`config.mk`:
```
export PLATFORM = sky130hd
export DESIGN_NAME = line_edit_buffer_unit_flat
export DESIGN_NICKNAME = d
export VERILOG_FILES = /design/src/hw/rtl/leb_pkg.sv /design/src/hw/rtl/leb_if.sv /design/src/hw/rtl/line_edit_buffer_unit.sv /design/src/hw/rtl/leb_cell.sv /design/src/hw/rtl/leb_stack.sv /design/src/flat_wrapper.sv
export SDC_FILE = /design/constraint.sdc
export NUM_CORES = 2
export LEC_CHECK = 0
export BUFFER_PORTS_ARGS = -buffer_cell sky130_fd_sc_hd__buf_2
export CORE_AREA = 2 2 306 534
export CTS_CLUSTER_DIAMETER = 30
export CTS_CLUSTER_SIZE = 14
export DETAILED_ROUTE_END_ITERATION = 6
export DIE_AREA = 0 0 308 536
export GPL_ROUTABILITY_DRIVEN = 0
export PLACE_DENSITY = 0.7
export SYNTH_ARGS = -nofsm -noshare
export SYNTH_HDL_FRONTEND = slang
export SYNTH_SLANG_ARGS = --single-unit
```
`constraint.sdc`:
```
create_clock -name clk -period 36.7 [get_ports clk]
set_clock_uncertainty 0.15 [all_clocks]
set_input_delay 7.34 -clock clk [delete_from_list [all_inputs] [get_ports clk]]
set_output_delay 7.34 -clock clk [all_outputs]
set_load 0.005 [all_outputs]
```
`src/hw/rtl/leb_pkg.sv`:
```
package leb_pkg;

    localparam int LINE_SIZE_DEF = 128;
    localparam int CHAR_W        = 8;
    localparam int CNT_W         = 7;

    localparam logic [CHAR_W-1:0] KEY_RIGHT     = 8'd67;
    localparam logic [CHAR_W-1:0] KEY_LEFT      = 8'd68;
    localparam logic [CHAR_W-1:0] KEY_HOME      = 8'd72;
    localparam logic [CHAR_W-1:0] KEY_END       = 8'd70;
    localparam logic [CHAR_W-1:0] KEY_DELETE    = 8'd66;
    localparam logic [CHAR_W-1:0] KEY_BACKSPACE = 8'd127;
    localparam logic [CHAR_W-1:0] KEY_ENTER     = 8'd10;

    localparam logic [1:0] OP_HOLD = 2'd0;
    localparam logic [1:0] OP_PUSH = 2'd1;
    localparam logic [1:0] OP_POP  = 2'd2;

    typedef struct packed {
        logic [1:0]        op;
        logic [CHAR_W-1:0] data;
    } stk_ctl_t;

endpackage

```
`src/hw/rtl/leb_if.sv`:
```
interface leb_key_if;
    logic       valid;
    logic       ready;
    logic [7:0] key_code;

    modport source (output valid, output key_code, input ready);
    modport sink (input valid, input key_code, output ready);
endinterface

interface leb_res_if;
    logic       valid;
    logic       ready;
    logic [6:0] cursor_pos;
    logic [6:0] line_length;
    logic [7:0] char_at_cursor;
    logic       finished;

    modport source (output valid, output cursor_pos, output line_length,
                    output char_at_cursor, output finished, input ready);
    modport sink (input valid, input cursor_pos, input line_length,
                  input char_at_cursor, input finished, output ready);
endinterface

```
`src/hw/rtl/line_edit_buffer_unit.sv`:
```
// Single-line edit buffer with a cursor, one key code per transaction. The text
// is held as two cell rows of LINE_SIZE-1 characters each: the row left of the
// cursor (top = character before it) and the row from the cursor on (top =
// character at it), so every edit is a push or pop on one or both rows. Right,
// left, delete, backspace, enter and character keys give a registered result in
// the cycle after acceptance. Home and end walk the cursor one position per
// cycle through the rows and give their result once the walk reaches the start
// or end of the line. A new key is accepted once the previous one is finished
// and its result is taken or being taken in the same cycle. Counts wider than 7
// bits are reported modulo 128.
module line_edit_buffer_unit #(
    parameter int LINE_SIZE = leb_pkg::LINE_SIZE_DEF
) (
    input  logic      clk,
    input  logic      rst_n,
    leb_key_if.sink   key,
    leb_res_if.source res
);
    import leb_pkg::*;

    localparam int PTR_W = $clog2(LINE_SIZE);

    localparam logic ST_RUN  = 1'b0;
    localparam logic ST_SEEK = 1'b1;

    logic             state_reg, state_next;
    logic             dir_reg, dir_next;     // 1: toward end
    logic [PTR_W-1:0] cursor_reg, cursor_next;
    logic [PTR_W-1:0] length_reg, length_next;

    logic             res_valid_reg, res_valid_next;
    logic [CNT_W-1:0] cursor_pos_reg;
    logic [CNT_W-1:0] line_length_reg;
    logic [CHAR_W-1:0] char_reg;
    logic             finished_reg;

    stk_ctl_t          l_ctl, r_ctl;
    logic [CHAR_W-1:0] l_top, l_second, r_top, r_second, r_top_next;
    logic              accept, load, done;
    logic              at_start, at_end, room;

    leb_stack #(.DEPTH(LINE_SIZE - 1)) u_left (
        .clk    (clk),
        .ctl    (l_ctl),
        .top    (l_top),
        .second (l_second)
    );

    leb_stack #(.DEPTH(LINE_SIZE - 1)) u_right (
        .clk    (clk),
        .ctl    (r_ctl),
        .top    (r_top),
        .second (r_second)
    );

    assign key.ready = (state_reg == ST_RUN) && (!res_valid_reg || res.ready);
    assign accept    = key.valid && key.ready;

    assign at_start = (cursor_reg == '0);
    assign at_end   = (cursor_reg == length_reg);
    assign room     = ({1'b0, length_reg} + 1'b1) < (PTR_W+1)'(LINE_SIZE);

    always_comb
    begin
        l_ctl       = '{op: OP_HOLD, data: r_top};
        r_ctl       = '{op: OP_HOLD, data: l_top};
        cursor_next = cursor_reg;
        length_next = length_reg;
        state_next  = state_reg;
        dir_next    = dir_reg;
        load        = 1'b0;
        done        = 1'b0;

        unique case (state_reg)
            ST_RUN:
            begin
                if (accept) begin
                    load = 1'b1;
                    unique case (key.key_code) inside
                        KEY_RIGHT:
                        begin
                            if (!at_end) begin
                                l_ctl.op    = OP_PUSH;
                                r_ctl.op    = OP_POP;
                                cursor_next = cursor_reg + 1'b1;
                            end
                        end
                        KEY_LEFT:
                        begin
                            if (!at_start) begin
                                l_ctl.op    = OP_POP;
                                r_ctl.op    = OP_PUSH;
                                cursor_next = cursor_reg - 1'b1;
                            end
                        end
                        KEY_HOME, KEY_END:
                        begin
                            load       = 1'b0;
                            state_next = ST_SEEK;
                            dir_next   = (key.key_code == KEY_END);
                        end
                        KEY_DELETE:
                        begin
                            if (!at_end) begin
                                r_ctl.op    = OP_POP;
                                length_next = length_reg - 1'b1;
                            end
                        end
                        KEY_BACKSPACE:
                        begin
                            if (!at_start) begin
                                l_ctl.op    = OP_POP;
                                cursor_next = cursor_reg - 1'b1;
                                length_next = length_reg - 1'b1;
                            end
                        end
                        KEY_ENTER:
                        begin
                            done = 1'b1;
                        end
                        default:
                        begin
                            if (room) begin
                                l_ctl.op    = OP_PUSH;
                                l_ctl.data  = key.key_code;
                                cursor_next = cursor_reg + 1'b1;
                                // overwrite drops the old char at the cursor
                                if (!at_end) begin
                                    r_ctl.op = OP_POP;
                                end else begin
                                    length_next = length_reg + 1'b1;
                                end
                            end
                        end
                    endcase
                end
            end
            ST_SEEK:
            begin
                if (dir_reg ? at_end : at_start) begin
                    load       = 1'b1;
                    state_next = ST_RUN;
                end else if (dir_reg) begin
                    l_ctl.op    = OP_PUSH;
                    r_ctl.op    = OP_POP;
                    cursor_next = cursor_reg + 1'b1;
                end else begin
                    l_ctl.op    = OP_POP;
                    r_ctl.op    = OP_PUSH;
                    cursor_next = cursor_reg - 1'b1;
                end
            end
            default:
            begin
                state_next = ST_RUN;
            end
        endcase
    end

    always_comb
    begin
        unique case (r_ctl.op)
            OP_PUSH: r_top_next = r_ctl.data;
            OP_POP:  r_top_next = r_second;
            default: r_top_next = r_top;
        endcase
    end

    always_comb
    begin
        res_valid_next = res_valid_reg;
        if (load) begin
            res_valid_next = 1'b1;
        end else if (res.ready) begin
            res_valid_next = 1'b0;
        end
    end

    always_ff @(posedge clk or negedge rst_n)
    begin
        if (!rst_n) begin
            state_reg     <= ST_RUN;
            dir_reg       <= 1'b0;
            cursor_reg    <= '0;
            length_reg    <= '0;
            res_valid_reg <= 1'b0;
        end else begin
            state_reg     <= state_next;
            dir_reg       <= dir_next;
            cursor_reg    <= cursor_next;
            length_reg    <= length_next;
            res_valid_reg <= res_valid_next;
        end
    end

    always_ff @(posedge clk)
    begin
        if (load) begin
            cursor_pos_reg  <= CNT_W'(cursor_next);
            line_length_reg <= CNT_W'(length_next);
            char_reg        <= (cursor_next < length_next) ? r_top_next : '0;
            finished_reg    <= done;
        end
    end

    assign res.valid          = res_valid_reg;
    assign res.cursor_pos     = cursor_pos_reg;
    assign res.line_length    = line_length_reg;
    assign res.char_at_cursor = char_reg;
    assign res.finished       = finished_reg;

endmodule

```
`src/hw/rtl/leb_cell.sv`:
```
module leb_cell (
    input  logic       clk,
    input  logic [1:0] op,
    input  logic [7:0] above,
    input  logic [7:0] below,
    output logic [7:0] q
);
    import leb_pkg::*;

    logic [CHAR_W-1:0] q_reg;
    logic [CHAR_W-1:0] q_next;

    always_comb
    begin
        unique case (op)
            OP_PUSH: q_next = above;
            OP_POP:  q_next = below;
            default: q_next = q_reg;
        endcase
    end

    always_ff @(posedge clk)
    begin
        q_reg <= q_next;
    end

    assign q = q_reg;

endmodule

```
`src/hw/rtl/leb_stack.sv`:
```
module leb_stack #(
    parameter int DEPTH = leb_pkg::LINE_SIZE_DEF - 1
) (
    input  logic             clk,
    input  leb_pkg::stk_ctl_t ctl,
    output logic [7:0]       top,
    output logic [7:0]       second
);
    import leb_pkg::*;

    logic [CHAR_W-1:0] q [DEPTH];

    // Cell 0 is the top of the stack; a push ripples every cell one deeper.
    for (genvar i = 0; i < DEPTH; i++) begin : g_cell
        logic [CHAR_W-1:0] above;
        logic [CHAR_W-1:0] below;

        if (i == 0) begin : g_top
            assign above = ctl.data;
        end else begin : g_mid
            assign above = q[i-1];
        end

        if (i == DEPTH - 1) begin : g_bot
            assign below = '0;
        end else begin : g_up
            assign below = q[i+1];
        end

        leb_cell u_cell (
            .clk   (clk),
            .op    (ctl.op),
            .above (above),
            .below (below),
            .q     (q[i])
        );
    end

    assign top    = q[0];
    assign second = q[1];

endmodule

```
`src/flat_wrapper.sv`:
```
// flat-port wrapper written by rule: the top's interface ports become plain ports
module line_edit_buffer_unit_flat import leb_pkg::*;
#(
    parameter int LINE_SIZE = leb_pkg::LINE_SIZE_DEF
)
  (clk, rst_n, key_valid, key_key_code, key_ready, res_valid, res_cursor_pos, res_line_length, res_char_at_cursor, res_finished, res_ready);
  leb_key_if key_i ();
  leb_res_if res_i ();
  input  logic clk;
  input  logic rst_n;
  input wire logic [$bits(key_i.valid)-1:0] key_valid;
  input wire logic [$bits(key_i.key_code)-1:0] key_key_code;
  output wire logic [$bits(key_i.ready)-1:0] key_ready;
  output wire logic [$bits(res_i.valid)-1:0] res_valid;
  output wire logic [$bits(res_i.cursor_pos)-1:0] res_cursor_pos;
  output wire logic [$bits(res_i.line_length)-1:0] res_line_length;
  output wire logic [$bits(res_i.char_at_cursor)-1:0] res_char_at_cursor;
  output wire logic [$bits(res_i.finished)-1:0] res_finished;
  input wire logic [$bits(res_i.ready)-1:0] res_ready;
  assign key_i.valid = key_valid;
  assign key_i.key_code = key_key_code;
  assign key_ready = key_i.ready;
  assign res_valid = res_i.valid;
  assign res_cursor_pos = res_i.cursor_pos;
  assign res_line_length = res_i.line_length;
  assign res_char_at_cursor = res_i.char_at_cursor;
  assign res_finished = res_i.finished;
  assign res_i.ready = res_ready;
  line_edit_buffer_unit #(.LINE_SIZE(LINE_SIZE)) u_core (.clk(clk), .rst_n(rst_n), .key(key_i), .res(res_i));
endmodule
```
==> qor.yml <==
outcome:
  outcome: "finished with violations"
  violations: "DRC"
route:
  highest_layer: "met4"
  post_drt_wl_per_cell_um: 18.2
  dr.pass1.iters: 7
  ant_nets: 0
  wl_met3_um: 4260
  met1_length_um: 54600
  drc_errors: 1
  routed_wl_um: 129000
  post_drt_via_cell_ratio: 5.62
  wl_met2_um: 65900
  vias: 39600
  drt_iter0_drc: 3004
min_path:
  min_path_type: "reg -> reg"
  whs_path_depth: 1
  hold_start: "u_core.u_right.g_cell[126].u_cell.q[0]"
  worstHoldEndpoint: "u_core.u_right.g_cell[125].u_cell.q[0]"
logic_synthesis:
  async_flop_share_pct: 0.820
  yosys-top-cells-count: "2047 x edfxtp_1, 2001 x mux2_2, 233 x clkbuf_1"
  synth_top_area_cell: "edfxtp_1"
  synth.area.top_cells: "edfxtp_1 70%, mux2_2 26%, clkbuf_1 0.99%"
  synth.net_count: 4704
  synthesis.instances: 4678
  synth_most_common_cell: "edfxtp_1"
  synth_top_flop_cell: "edfxtp_1"
  synth.distinct_cells: 76
  yosys_warnings: 0
  avgSynthCellArea_um2: 18.8
  synth-seq-area-share_pct: 70.6
  synth_enable_flop_cells: 2047
  synth_top_area_share_pct: 69.9
  ys_ff_latch: 2072
  syn_area_mm2: 0.0879
setup_path:
  start_kind: "input port"
  worstSetupPathType: "in -> out"
  rrSetupSlack_ps: 29260
  rr_startpoint: "u_core.cursor_reg[2]"
  worstPathRequired_ps: 29210
  rr_endpoint: "u_core.u_left.g_cell[80].u_cell.q[6]"
  critPathArrivalTime_ps: 7820
  startpoint: "res_ready"
  reg2regPathDepth: 12
  path_max_fanout: 3
  cp-end-kind: "output port"
layout:
  drive_gt1_share_pct: 51.0
  fin_cells: 7056
  final_nets: 4804
  fill_cells: 11400
  area_growth_pct: 12.9
pwr:
  vdd_drop_max_v: 0.000104
  power.switching_mw: 2.58
  total_leakage_power_nw: 27.4
  power_per_cell_area_mw_per_mm2: 89.2
  power_frac_seq_pct: 46.1
  p_int_mw: 6.28
  power_mw: 8.86
  pwr-share-comb_pct: 24.0
  clockPowerShare_pct: 29.9
  swShare_pct: 29.1
timing:
  fmax_mhz: 65.3
  maxSlewViolCount: 0
  fin_setup_tns_ps: 0
  period_share_pct: 41.7
  max_slew_margin_pct: 23.7
  worstMarginPinSlew_ps: 1140
  setup_viol: 0
  rsz0062_at_grt: "no"
  finalCriticalPeriod_ps: 15310
  hold_viol: 0
floorplanning:
  core_mm2: 0.161
  die_x_um: 308
  die-area_mm2: 0.165
  die_h_um: 536
  pin_count: 37
  start_util_pct: 54.6
  fp-row-count: 195
global_routing:
  antenna_found_initial: 1
  grt.total_usage_pct: 15.3
  grt_max_degree: 199
  grt_overflow: 0
  grt_pass1_vias: 42600
  grt_pass1_wl_um: 213000
clocking:
  post_cts.repair.setup_buffers: 0
  clk_pin_slew_ps: 60
  cts_resized: 0
  cts-root-buf: "clkbuf_16"
  cts_buffer_depth: 4
  cts_tree: "done"
  worst_skew_pair.late_latency_ps: 790
  cts.htree.levels: 5
  clock-sinks: 2072
  numCtsBuffers: 269
  hold_buffers: 0
placed_design:
  dp.cells: 6575
  hpwl_um: 73100
  port_buffers: 36
flow_run:
  drv_cap: 0
[stage by stage]
stage	util (%)	hold slack [ps]	worst slack [ps]	cell area (um^2)
3_5_place_dp	56.0	389	21390	90100
2_1_floorplan	-	314	6600	87900
5_1_grt	61.7	409	21350	99300
6_report	61.7	391	21390	99300
4_1_cts	61.7	394	21380	99300
3_3_place_gp	56.0	378	21380	90100
[layout by cell type (no fill, tap or decap), types with 18 or more instances in the layout]
cell type   count
nand2_1        41
edfxtp_1     2047
clkbuf_16     279
buf_2          36
clkinv_2       19
mux2_2       2001
bufinv_16      32
clkinv_1       27
buf_4          46
a21oi_1        18
o21ai_0        36
clkinvlp_4     30
inv_6          42
nor2b_1        19
clkinv_4       21
[layer usage]
metal / global-route usage, % / vias up
met1: 18.9 / 20000
met4: 6.05 / 0
met3: 2.65 / 267
met2: 26.6 / 561
met5: 0 / -
li1: - / 18800
[cell type report]
class	count	area [um^2]	area share, %
Clock buffer	296	7050	7.10
Inverter	13	63.8	0.0643
Tap cell	2068	2590	2.61
Clock inverter	184	2090	2.11
Timing Repair Buffer	84	566	0.570
Antenna cell	1	2.50	0.00252
Sequential cell	2072	62100	62.5
Multi-Input combinational cell	2338	24900	25.1
[power by group through the flow]
stage | sequential [mW] | combinational [mW] | clock, mW
finish | 4.08 | 2.13 | 2.65
global route | 4.16 | 2.34 | 2.81
CTS | 4.09 | 2.17 | 2.73
detailed placement | 4.14 | 2.16 | 0
global placement | 4.12 | 2.08 | 0
floorplan | 5.58 | 1.74 | 0
[logic make-up after synthesis]
family | count (synthesis) | share of synthesized area, %
AO/OA/AOI/OAI | 141 | 1.15
XOR/XNOR | 14 | 0.139
adder cells (fa/ha/maj) | 14 | 0.199
buffers and inverters | 268 | 1.18
flip-flops | 2072 | 70.6
multiplexers | 2013 | 25.8
AND/OR/NAND/NOR | 156 | 1.00
[worst max-delay path: stages]
cell and delay, ps:
buf_2 100, nor2b_1 150, nor2_1 90, buf_2 150
[worst max path at each step]
| stage | to | slack (ps) | cells past startpoint |
|---|---|---|---|
| finish | key_ready | 21390 | 4 |
| global route | key_ready | 21350 | 4 |
| CTS | key_ready | 21380 | 4 |
| detailed placement | key_ready | 21390 | 4 |
| global placement | key_ready | 21380 | 4 |
| floorplan | u_core.u_left.g_cell[0].u_cell.q[0] | 6600 | 8 |
Note: power is estimated with default switching activity, not from simulation.
